==> config.mk <==
export PLATFORM = sky130hd
export DESIGN_NAME = sprite_quad_vertex_generator
export DESIGN_NICKNAME = d
export VERILOG_FILES = /design/src/sqvg_pkg.sv /design/src/sqvg_cordic.sv /design/src/sprite_quad_vertex_generator.sv
export SDC_FILE = /design/constraint.sdc
export NUM_CORES = 2
export LEC_CHECK = 0
export ABC_AREA = 1
export BUFFER_PORTS_ARGS = -buffer_cell sky130_fd_sc_hd__buf_2
export CORE_ASPECT_RATIO = 1.4
export CORE_UTILIZATION = 23
export CTS_BUF_LIST = sky130_fd_sc_hd__clkbuf_16
export DETAILED_ROUTE_END_ITERATION = 16
export SETUP_SLACK_MARGIN = 0.1
export SYNTH_ARGS = -nofsm -noshare
export SYNTH_HDL_FRONTEND = slang
export SYNTH_SLANG_ARGS = --single-unit
==> constraint.sdc <==
create_clock -name clock -period 15.91 [get_ports clock]
set_input_delay 3.182 -clock clock [delete_from_list [all_inputs] [get_ports clock]]
set_output_delay 3.182 -clock clock [all_outputs]
set_load 0.02 [all_outputs]
==> src/sqvg_pkg.sv <==
`default_nettype none
package sqvg_pkg;
   localparam int InstanceLimit = 1024;
   localparam int IdxW = 10;
   localparam int CordicSteps = 14;
   localparam logic signed [17:0] CordicGain = 18'sd19898;
   localparam logic signed [23:0] DepthReset = 24'sd256;
   localparam logic signed [23:0] PosMax = 24'sh7FFFFF;
   localparam logic signed [23:0] PosMin = -24'sh800000;

   function automatic logic signed [15:0] atan_lut(input logic [3:0] i);
      logic signed [15:0] r;
      case (i)
         4'd0: r = 16'sd8192;
         4'd1: r = 16'sd4836;
         4'd2: r = 16'sd2555;
         4'd3: r = 16'sd1297;
         4'd4: r = 16'sd651;
         4'd5: r = 16'sd326;
         4'd6: r = 16'sd163;
         4'd7: r = 16'sd81;
         4'd8: r = 16'sd41;
         4'd9: r = 16'sd20;
         4'd10: r = 16'sd10;
         4'd11: r = 16'sd5;
         4'd12: r = 16'sd3;
         4'd13: r = 16'sd1;
         default: r = 16'sd0;
      endcase
      return r;
   endfunction
endpackage
`default_nettype wire

==> src/sqvg_cordic.sv <==
`default_nettype none
module sqvg_cordic (
   input  wire logic clock,
   input  wire logic reset,
   input  wire logic start,
   input  wire logic signed [15:0] angle,
   output logic done,
   output logic signed [17:0] sin_out,
   output logic signed [17:0] cos_out
);
   import sqvg_pkg::*;
   logic signed [17:0] x_ff, x_in, y_ff, y_in;
   logic signed [16:0] z_ff, z_in;
   logic [3:0] step_ff, step_in;
   logic busy_ff, busy_in, neg_ff, neg_in, done_ff, done_in;
   logic signed [16:0] az;

   always_comb begin
      x_in = x_ff; y_in = y_ff; z_in = z_ff; step_in = step_ff;
      busy_in = busy_ff; neg_in = neg_ff; done_in = 1'b0;
      az = 17'(angle);
      if (start) begin
         x_in = CordicGain; y_in = '0; step_in = '0; busy_in = 1'b1; neg_in = 1'b0;
         z_in = az;
         if (az > 17'sd16384) begin
            z_in = az - 17'sd32768; neg_in = 1'b1;
         end else if (az < -17'sd16384) begin
            z_in = az + 17'sd32768; neg_in = 1'b1;
         end
      end else if (busy_ff) begin
         // one rotation a cycle through the shared add/shift unit
         if (z_ff >= 0) begin
            x_in = x_ff - (y_ff >>> step_ff);
            y_in = y_ff + (x_ff >>> step_ff);
            z_in = z_ff - 17'(atan_lut(step_ff));
         end else begin
            x_in = x_ff + (y_ff >>> step_ff);
            y_in = y_ff - (x_ff >>> step_ff);
            z_in = z_ff + 17'(atan_lut(step_ff));
         end
         step_in = step_ff + 4'd1;
         if (step_ff == 4'(CordicSteps - 1)) begin
            busy_in = 1'b0; done_in = 1'b1;
         end
      end
   end

   always_ff @(posedge clock) begin
      x_ff <= x_in; y_ff <= y_in; z_ff <= z_in; step_ff <= step_in; neg_ff <= neg_in;
      if (reset) begin
         busy_ff <= 1'b0; done_ff <= 1'b0;
      end else begin
         busy_ff <= busy_in; done_ff <= done_in;
      end
   end

   assign done = done_ff;
   assign cos_out = neg_ff ? -x_ff : x_ff;
   assign sin_out = neg_ff ? -y_ff : y_ff;

`ifndef NO_ASSERTIONS
   a_done_ends_busy: assert property (@(posedge clock) disable iff (reset)
      done |-> !busy_ff) else $error("done while busy");
   a_no_restart: assert property (@(posedge clock) disable iff (reset)
      busy_ff |-> !start) else $error("start while busy");
   a_done_pulse: assert property (@(posedge clock) disable iff (reset)
      done |=> !done) else $error("done not a pulse");
`endif
endmodule
`default_nettype wire

==> src/sprite_quad_vertex_generator.sv <==
`default_nettype none
// Rotated sprite quad to two triangles. A sprite transfer is taken only when
// the block is idle, so the next sprite waits until the sixth vertex has left.
// A 14-step CORDIC (one step a cycle) finds sine and cosine; rotation starts
// once the CORDIC signals done. Each of the six vertices (corners 0,3,1,1,3,2)
// then passes through one pair of 25x18 multipliers: x product, y product
// with x rounding and saturation, y rounding and saturation, and the output
// transfer, which waits out any output stall. After the last vertex transfers
// the block returns to idle and the next sprite can transfer in the next cycle.
// Positions saturate to Q15.8; depth comes from the csr register (reset 1.0);
// instance_index restarts on first_of_batch and holds at the instance limit
// minus one.
module sprite_quad_vertex_generator (
   input  wire logic clock,
   input  wire logic reset,
   input  wire logic req_valid,
   output logic req_stall,
   input  wire logic req_first_of_batch,
   input  wire logic signed [23:0] req_pos_x,
   input  wire logic signed [23:0] req_pos_y,
   input  wire logic [22:0] req_size_w,
   input  wire logic [22:0] req_size_h,
   input  wire logic signed [23:0] req_pivot_x,
   input  wire logic signed [23:0] req_pivot_y,
   input  wire logic signed [15:0] req_angle,
   input  wire logic [31:0] req_uv_top_left,
   input  wire logic [31:0] req_uv_bottom_right,
   input  wire logic [31:0] req_packed_color,
   input  wire logic [15:0] req_texture_id,
   output logic rsp_valid,
   input  wire logic rsp_stall,
   output logic signed [23:0] rsp_vert_x,
   output logic signed [23:0] rsp_vert_y,
   output logic signed [23:0] rsp_vert_z,
   output logic [15:0] rsp_tex_u,
   output logic [15:0] rsp_tex_v,
   output logic [7:0] rsp_red,
   output logic [7:0] rsp_green,
   output logic [7:0] rsp_blue,
   output logic [7:0] rsp_alpha,
   output logic [9:0] rsp_instance_index,
   output logic [15:0] rsp_slot_out,
   output logic rsp_last_vertex,
   input  wire logic csr_valid,
   output logic csr_ready,
   input  wire logic signed [23:0] csr_depth_value
);
   import sqvg_pkg::*;

   localparam logic [2:0] StIdle = 3'd0, StTrig = 3'd1, StRotX = 3'd2,
      StRotY = 3'd3, StOut = 3'd4;

   logic [2:0] state_ff, state_in;
   logic signed [23:0] depth_ff;
   logic [IdxW-1:0] count_ff, count_in, idx_ff, idx_in;
   logic signed [24:0] tx_ff, ty_ff;
   logic signed [24:0] pvx_ff, pvy_ff;
   logic [22:0] w_ff, h_ff;
   logic [31:0] uvtl_ff, uvbr_ff, col_ff;
   logic [15:0] slot_ff;
   logic signed [17:0] sn_ff, cs_ff;
   logic [2:0] vtx_ff, vtx_in;
   logic signed [42:0] acc_ff, acc_in;
   logic signed [23:0] vx_ff, vx_in, vy_ff, vy_in;
   logic ov_ff, ov_in;
   logic cordic_start, cordic_done;
   logic signed [17:0] sn_w, cs_w;
   logic [1:0] corner;
   logic signed [24:0] cxv, cyv, opa, opb;
   logic signed [17:0] ma, mb;
   logic signed [42:0] prod_a, prod_b, sum;
   logic signed [27:0] rnd;
   logic signed [28:0] fin;
   logic signed [23:0] sat;
   logic right, bottom;
   logic [IdxW:0] next_cnt;

   // the angle is taken by the CORDIC on the same edge as the sprite transfer
   sqvg_cordic u_cordic (
      .clock(clock), .reset(reset), .start(cordic_start), .angle(req_angle),
      .done(cordic_done), .sin_out(sn_w), .cos_out(cs_w));

   always_comb begin
      case (vtx_ff)
         3'd0: corner = 2'd0;
         3'd1: corner = 2'd3;
         3'd2: corner = 2'd1;
         3'd3: corner = 2'd1;
         3'd4: corner = 2'd3;
         3'd5: corner = 2'd2;
         default: corner = 2'd0;
      endcase
   end

   assign right  = (corner == 2'd1) || (corner == 2'd2);
   assign bottom = (corner == 2'd2) || (corner == 2'd3);
   assign cxv = right  ? 25'($signed({2'b00, w_ff})) - pvx_ff : -pvx_ff;
   assign cyv = bottom ? 25'($signed({2'b00, h_ff})) - pvy_ff : -pvy_ff;

   // x pass: c*cx - s*cy ; y pass: s*cx + c*cy
   assign ma = (state_ff == StRotX) ? cs_ff : sn_ff;
   assign mb = (state_ff == StRotX) ? sn_ff : cs_ff;
   assign opa = cxv;
   assign opb = cyv;
   assign prod_a = 43'(ma * opa);
   assign prod_b = 43'(mb * opb);
   assign sum = (state_ff == StRotX) ? prod_a - prod_b : prod_a + prod_b;

   assign rnd = 28'((acc_ff + 43'sd16384) >>> 15);
   assign fin = 29'(rnd) + 29'((state_ff == StRotY) ? tx_ff : ty_ff);
   assign sat = (fin > 29'(PosMax)) ? PosMax :
                (fin < 29'(PosMin)) ? PosMin : fin[23:0];

   assign cordic_start = (state_ff == StIdle) && req_valid;
   assign next_cnt = {1'b0, idx_in} + 1'b1;

   always_comb begin
      state_in = state_ff; vtx_in = vtx_ff; acc_in = acc_ff;
      vx_in = vx_ff; vy_in = vy_ff; ov_in = ov_ff; count_in = count_ff; idx_in = idx_ff;
      case (state_ff)
         StIdle: begin
            if (req_valid) begin
               idx_in = req_first_of_batch ? '0 : count_ff;
               count_in = (next_cnt > (IdxW+1)'(InstanceLimit - 1)) ?
                  IdxW'(InstanceLimit - 1) : next_cnt[IdxW-1:0];
               vtx_in = '0;
               state_in = StTrig;
            end
         end
         StTrig: if (cordic_done) state_in = StRotX;
         StRotX: begin
            acc_in = sum;
            state_in = StRotY;
         end
         StRotY: begin
            vx_in = sat;   // finish x, start y product
            acc_in = sum;
            state_in = StOut;
            ov_in = 1'b0;
         end
         StOut: begin
            // finish y in first cycle of this state, then hold for transfer
            if (!ov_ff) begin
               vy_in = sat; ov_in = 1'b1;
            end else if (!rsp_stall) begin
               ov_in = 1'b0;
               if (vtx_ff == 3'd5) state_in = StIdle;
               else begin
                  vtx_in = vtx_ff + 3'd1; state_in = StRotX;
               end
            end
         end
         default: state_in = StIdle;
      endcase
   end

   always_ff @(posedge clock) begin
      acc_ff <= acc_in; vx_ff <= vx_in; vy_ff <= vy_in; idx_ff <= idx_in;
      if (cordic_done) begin
         sn_ff <= sn_w; cs_ff <= cs_w;
      end
      if (cordic_start) begin
         tx_ff <= 25'(req_pos_x) + 25'(req_pivot_x);
         ty_ff <= 25'(req_pos_y) + 25'(req_pivot_y);
         pvx_ff <= 25'(req_pivot_x); pvy_ff <= 25'(req_pivot_y);
         w_ff <= req_size_w; h_ff <= req_size_h;
         uvtl_ff <= req_uv_top_left; uvbr_ff <= req_uv_bottom_right;
         col_ff <= req_packed_color; slot_ff <= req_texture_id;
      end
      if (reset) begin
         state_ff <= StIdle; vtx_ff <= '0; ov_ff <= 1'b0; count_ff <= '0;
         depth_ff <= DepthReset;
      end else begin
         state_ff <= state_in; vtx_ff <= vtx_in; ov_ff <= ov_in; count_ff <= count_in;
         if (csr_valid && csr_ready) depth_ff <= csr_depth_value;
      end
   end

   assign req_stall = (state_ff != StIdle);
   assign csr_ready = 1'b1;
   assign rsp_valid = (state_ff == StOut) && ov_ff;
   assign rsp_vert_x = vx_ff;
   assign rsp_vert_y = vy_ff;
   assign rsp_vert_z = depth_ff;
   assign rsp_tex_u = right ? uvbr_ff[31:16] : uvtl_ff[31:16];
   assign rsp_tex_v = bottom ? uvbr_ff[15:0] : uvtl_ff[15:0];
   assign rsp_red = col_ff[31:24];
   assign rsp_green = col_ff[23:16];
   assign rsp_blue = col_ff[15:8];
   assign rsp_alpha = col_ff[7:0];
   assign rsp_instance_index = idx_ff;
   assign rsp_slot_out = slot_ff;
   assign rsp_last_vertex = (vtx_ff == 3'd5);

`ifndef NO_ASSERTIONS
   a_idle_no_rsp: assert property (@(posedge clock) disable iff (reset)
      (state_ff == StIdle) |-> !rsp_valid) else $error("response while idle");
   a_count_sat: assert property (@(posedge clock) disable iff (reset)
      count_ff <= IdxW'(InstanceLimit - 1)) else $error("counter overflow");
   a_last_ends: assert property (@(posedge clock) disable iff (reset)
      (rsp_valid && !rsp_stall && rsp_last_vertex) |=> (state_ff == StIdle))
      else $error("no idle after last vertex");
`endif
endmodule
`default_nettype wire
# After elaboration in Yosys (flattened, before gate mapping)
# Memory sizes are Yosys's and may differ from the RTL's. A register that Yosys moved wholly into a read port is not among the register bits.
# Index checks and enable logic that the tools add are counted.
# Widths: inputs -> output; s select.
[totals]
n_memories = 2
out_inout_bits = 166
elab_cells = 153
inputBits = 300
rom_bits = 448
reg_bits = 494
[op_classes]
order_cmp = 6
add_sub_neg = 23
multipliers = 2
reduce_logical = 17
muxes = 53
bitwise_logic = 2
n_eq_ne = 18
shifts = 2
[mem_list]
columns = ["name", "depth", "width", "read_ports", "rd_clocked_by_memory_dff", "write_ports", "line_no", "text"]
rows = [
  ["(name not given)", 16, 14, 1, 1, 0, "sqvg_pkg.sv:13", "case (i)"],
  ["(name not given)", 16, 14, 1, 1, 0, "sqvg_pkg.sv:13", ""],
]
[ops]
columns = ["operator", "count"]
rows = [
  ["$mux 16", 8],
  ["$mux 18", 6],
  ["$mul 18x25->43", 2],
  ["$mux 17", 5],
  ["$add 24x24->25", 2],
  ["$mux 25", 2],
  ["$neg 24->25", 2],
  ["$sub 24x24->25", 2],
  ["$mux 24", 2],
  ["$add 43x16->43 const B", 1],
  ["$add 43x43->43", 1],
  ["$mux 43", 1],
  ["$sub 43x43->43", 1],
  ["$mux 10", 4],
  ["$add 18x18->18", 2],
  ["$neg 18->18", 2],
  ["$sshr 18x4->18", 2],
  ["$sub 18x18->18", 2],
  ["$add 28x29->29", 1],
  ["$gt 29x24->1 const B", 1],
  ["$lt 29x24->1 const B", 1],
  ["$mux 29", 1],
  ["$mux 3", 8],
  ["$add 16x17->17 const B", 1],
  ["other kinds (36)", 63],
]

# Logic depth before layout (Yosys ltp)
[logic_depth]
word_depth = 9
ltp_mapped = 61
ltp_nobuf = 60

# Cells and area by module
# From an unflattened synthesis, not the netlist that was laid out.
[unflattened]
hier_cells = 8467
hier_area_um2 = 67292.0
[modules_own_cells]
columns = ["module", "area_per_inst_um2", "cells_each", "instances", "seq_area_each_um2"]
rows = [
  ["sprite_quad_vertex_generator", 58771.4, 7117, 1, 12101.6],
  ["sqvg_cordic", 8520.7, 1350, 1, 1661.6],
]

# Worst setup path after synthesis
# No wires, ideal clock.
[synth_timing]
kind = "input port to flip-flop"
from = "input req_valid"
to = "register u_cordic.z_ff[0], data pin"
n_path_buf = 3
arrival_time_ps = 11037
t_required_ps = 15327
stages = 6
slack_ps = 4291
setup_time_ps = 583
cell_sequence = "inv_1 -> nor2_4 -> buf_4 -> buf_2 -> buf_1 -> o21ai_0"
[synth_via]
elab_chain_cells = 2
[synth_rtl]
columns = ["element", "line_no", "text"]
rows = [
  ["from (decl)", "sprite_quad_vertex_generator.sv:16", "input wire logic req_valid,"],
  ["$logic_and 1x1->1", "sprite_quad_vertex_generator.sv:114", "assign cordic_start = (state_ff == StIdle) && req_valid;"],
  ["via cordic_start", "sprite_quad_vertex_generator.sv:66", "logic cordic_start, cordic_done;"],
  ["$mux 17", "sqvg_cordic.sv:22", "if (start) begin"],
  ["via u_cordic.z_in[0]", "sqvg_cordic.sv:13", "logic signed [16:0] z_ff, z_in;"],
  ["to (signal assigned)", "sqvg_cordic.sv:49", "x_ff <= x_in; y_ff <= y_in; z_ff <= z_in; step_ff <= step_in; neg_ff <= neg_in;"],
  ["to (decl)", "sqvg_cordic.sv:13", ""],
]
# The timed path passes the listed nets, and every way through them passes these cells.
# A chain may end at the register's enable or synchronous reset.

# Worst setup path in the final report
[layout_timing]
from = "register state_ff[1]"
to = "register acc_ff[42], data pin"
[layout_via]
elab_chain_cells = 5
word_cells_on_any_way = 8
cone_classes = "add/sub: 2; mul: 2; eq/ne: 1; mux: 3"
[layout_rtl]
columns = ["element", "line_no", "text"]
rows = [
  ["from (decl)", "sprite_quad_vertex_generator.sv:53", "logic [2:0] state_ff, state_in;"],
  ["from (signal assigned)", "sprite_quad_vertex_generator.sv:174", "state_ff <= state_in; vtx_ff <= vtx_in; ov_ff <= ov_in; count_ff <= count_in;"],
  ["$eq 3x2->1 *", "sprite_quad_vertex_generator.sv:101, sprite_quad_vertex_generator.sv:102, sprite_quad_vertex_generator.sv:107", ""],
  ["$mux 18, on equally long branches", "sprite_quad_vertex_generator.sv:101, sprite_quad_vertex_generator.sv:102", ""],
  ["$mul 18x25->43, on equally long branches", "sprite_quad_vertex_generator.sv:105, sprite_quad_vertex_generator.sv:106", ""],
  ["$add 43x43->43 or $sub 43x43->43 (tied branches)", "sprite_quad_vertex_generator.sv:107", "assign sum = (state_ff == StRotX) ? prod_a - prod_b : prod_a + prod_b;"],
  ["$mux 43 *", "sprite_quad_vertex_generator.sv:107", ""],
  ["via sum[42]", "sprite_quad_vertex_generator.sv:71", "logic signed [42:0] prod_a, prod_b, sum;"],
  ["to (signal assigned)", "sprite_quad_vertex_generator.sv:158", "acc_ff <= acc_in; vx_ff <= vx_in; vy_ff <= vy_in; idx_ff <= idx_in;"],
  ["to (decl)", "sprite_quad_vertex_generator.sv:63", "logic signed [42:0] acc_ff, acc_in;"],
]
# The timed path passes the listed nets; every way through them passes the cells marked *.

==> flow_summary.ini <==
[detailed_routing]
drtIter0Drc = 3167
drt_pass1_iterations = 6
via_per_inst = 4.46
final_antenna_net_count = 0
drc = 0
vias = 55300
routedWlPerCell_um = 17.5
wl_um = 217000

[sta]
report.final.slew_viol_count = 0
max_freq_mhz = 82.5
timing.hold.ws_ns = 0.470
clock_skew_ns = 0.0705
rsz0062_at_grt = no
min_period_ns = 12.12
final-setup-viol-count = 0
max_slew_margin = 0.155
setup-tns-final_ns = 0
worstMarginPinSlew_ns = 1.26
period_share = 0.762
hold_viol_final = 0

[synthesis]
syn_avg_cell_area_um2 = 8.02
synthArstFlopShare = 0
netlist_instances = 8214
synth_area_um2 = 65900
yosysSeqAreaShare = 0.209
synth_nets = 9855
ys_types = 72
synthFlopType = edfxtp_1
ys_ff_latch = 494
synth_edf_count = 387
ys_warn_count = 0

[global_route]
grt_max_degree = 84
grt.total_usage = 0.148
grt.overflow.total = 0
antenna_found_initial = 14
grt_pass1_wl_um = 329000
grt_util_met3 = 0.0202
top_usage_layer = met2
met2_usage = 0.275
first_global_vias = 57000
met1_usage = 0.163

[min_path]
hold_path_class = register to register

[setup_path]
worstPathArrival_ns = 12.62
crit_path_end_kind = register
critical_path_required_ns = 16.41
slowest_delay_ns = 1.16
cp-start-kind = register
cpMaxStageDelayCell = clkinv_1
path_class = register to register
crit_path_frequent_cell = nand2_1
cp_max_fo = 32

[floorplanning]
die_area_um2 = 289000
num_rows = 232
die_x_um = 454
start_util = 0.231
core-area_um2 = 285000
io_pins = 466
die_h_um = 635

[clock_network]
clk_pin_slew_ns = 0.06
max-clock-path-buffers = 3
cts_tree = built
post_cts_buffers = 0
cts_resized = 0
cts_buffers = 57
root_buffer = clkbuf_16
insertion_delay_ns = 0.75
cts_htree_levels = 2
postCtsHoldBufs = 0
clock_sinks = 494

[run]
maxCapViolations = 0

[layout]
nets = 10200
most-common-layout-cells = nand2_1 (1,795), inv_1 (1,656), fa_1 (890), nor2_1 (784), buf_2 (464)
finish.utilization = 0.261
final_common_cell = nand2_1
drive_gt1_frac = 0.0869
fin_cells = 12400
area_delta_synth_final_pct = 13.1

[placement]
dp_hpwl_um = 182000
placed_cells = 12300
port_buffers = 464
place_congestion = 0.951

[status]
run_status = completed
==> stage by stage <==
step / instance area (um^2) / worst slack [ns]
floorplan: 65900 / 4.29
global placement: 72600 / 3.82
detailed placement: 72600 / 3.81
CTS: 74500 / 3.74
global route: 74500 / 2.95
finish: 74500 / 3.79
==> synth_stat cells, types with 31 or more instances <==
cell	instances	area (um^2)
edfxtp_1	387	11600
o21ai_1	126	631
xor2_1	244	2140
inv_1	1648	6190
nand3_1	273	1370
dfxtp_1	107	2140
inv_2	41	154
nor2_1	785	2950
ha_1	451	5640
nand2_1	1797	6750
a21oi_1	391	1960
a31oi_1	42	263
nor3_1	76	380
nand4_1	60	375
o21ai_0	271	1360
buf_2	31	155
fa_1	890	17800
clkbuf_1	144	541
xnor2_1	103	902
o211ai_1	41	308
==> cell type report <==
class / count / area [um^2]
sequential: 494 / 13800
multi-input combinational: 5811 / 45000
fill: 31200 / 211000
clock inverter: 47 / 413
clock buffer: 58 / 1450
inverter: 1710 / 6420
tap: 3744 / 4680
antenna: 4 / 10.0
timing repair buffer: 526 / 2790
==> routing by layer <==
metal	part of all wire	vias up
met5	0.000055	-
met4	0.053	2
met3	0.050	460
met2	0.52	1637
met1	0.38	26900
li1	-	26300
==> worst max-delay path, delay by kind of cell, from the launching register on <==
kind	cells	cell delay, ns
xor+xnor	1	0.20
compound gates	5	2.02
buf+inv	9	1.65
fa+ha+maj	8	3.71
simple gates	19	3.86
flops	1	0.37
==> flip-flops by register name (all words and copies together), names as in the netlist, 23 cells and up, named ones only <==
name / cells
acc_ff: 29
col_ff: 32
h_ff: 23
pvx_ff: 24
pvy_ff: 24
rsp_vert_x: 24
rsp_vert_y: 24
rsp_vert_z: 24
tx_ff: 25
ty_ff: 25
uvbr_ff: 32
uvtl_ff: 32
w_ff: 23
==> logic make-up (layout without fill, tap and decap cells) <==
group,Yosys count,after routing,synth area share
AND/OR/NAND/NOR,3104,3104,0.192
buffers and inverters,1909,2341,0.110
adder cells (fa/ha/maj),1341,1341,0.356
AO/OA/AOI/OAI,1004,1004,0.0846
flip-flops,494,494,0.209
XOR/XNOR,348,348,0.0464
multiplexers,13,13,0.00198
other,1,5,0.0000569
==> final timing paths <==
check                                    from            end  slack (ns)  cells after the start
worst max register to register    state_ff[1]     acc_ff[42]        3.79                     42
worst max-delay path              state_ff[1]     acc_ff[42]        3.79                     42
worst min-delay path            rsp_vert_z[8]  rsp_vert_z[8]        0.47                      2
worst min register to register  rsp_vert_z[8]  rsp_vert_z[8]        0.47                      2
Power is not shown: default switching activity piles up to over one toggle a cycle in this logic, so the estimate is an artifact.
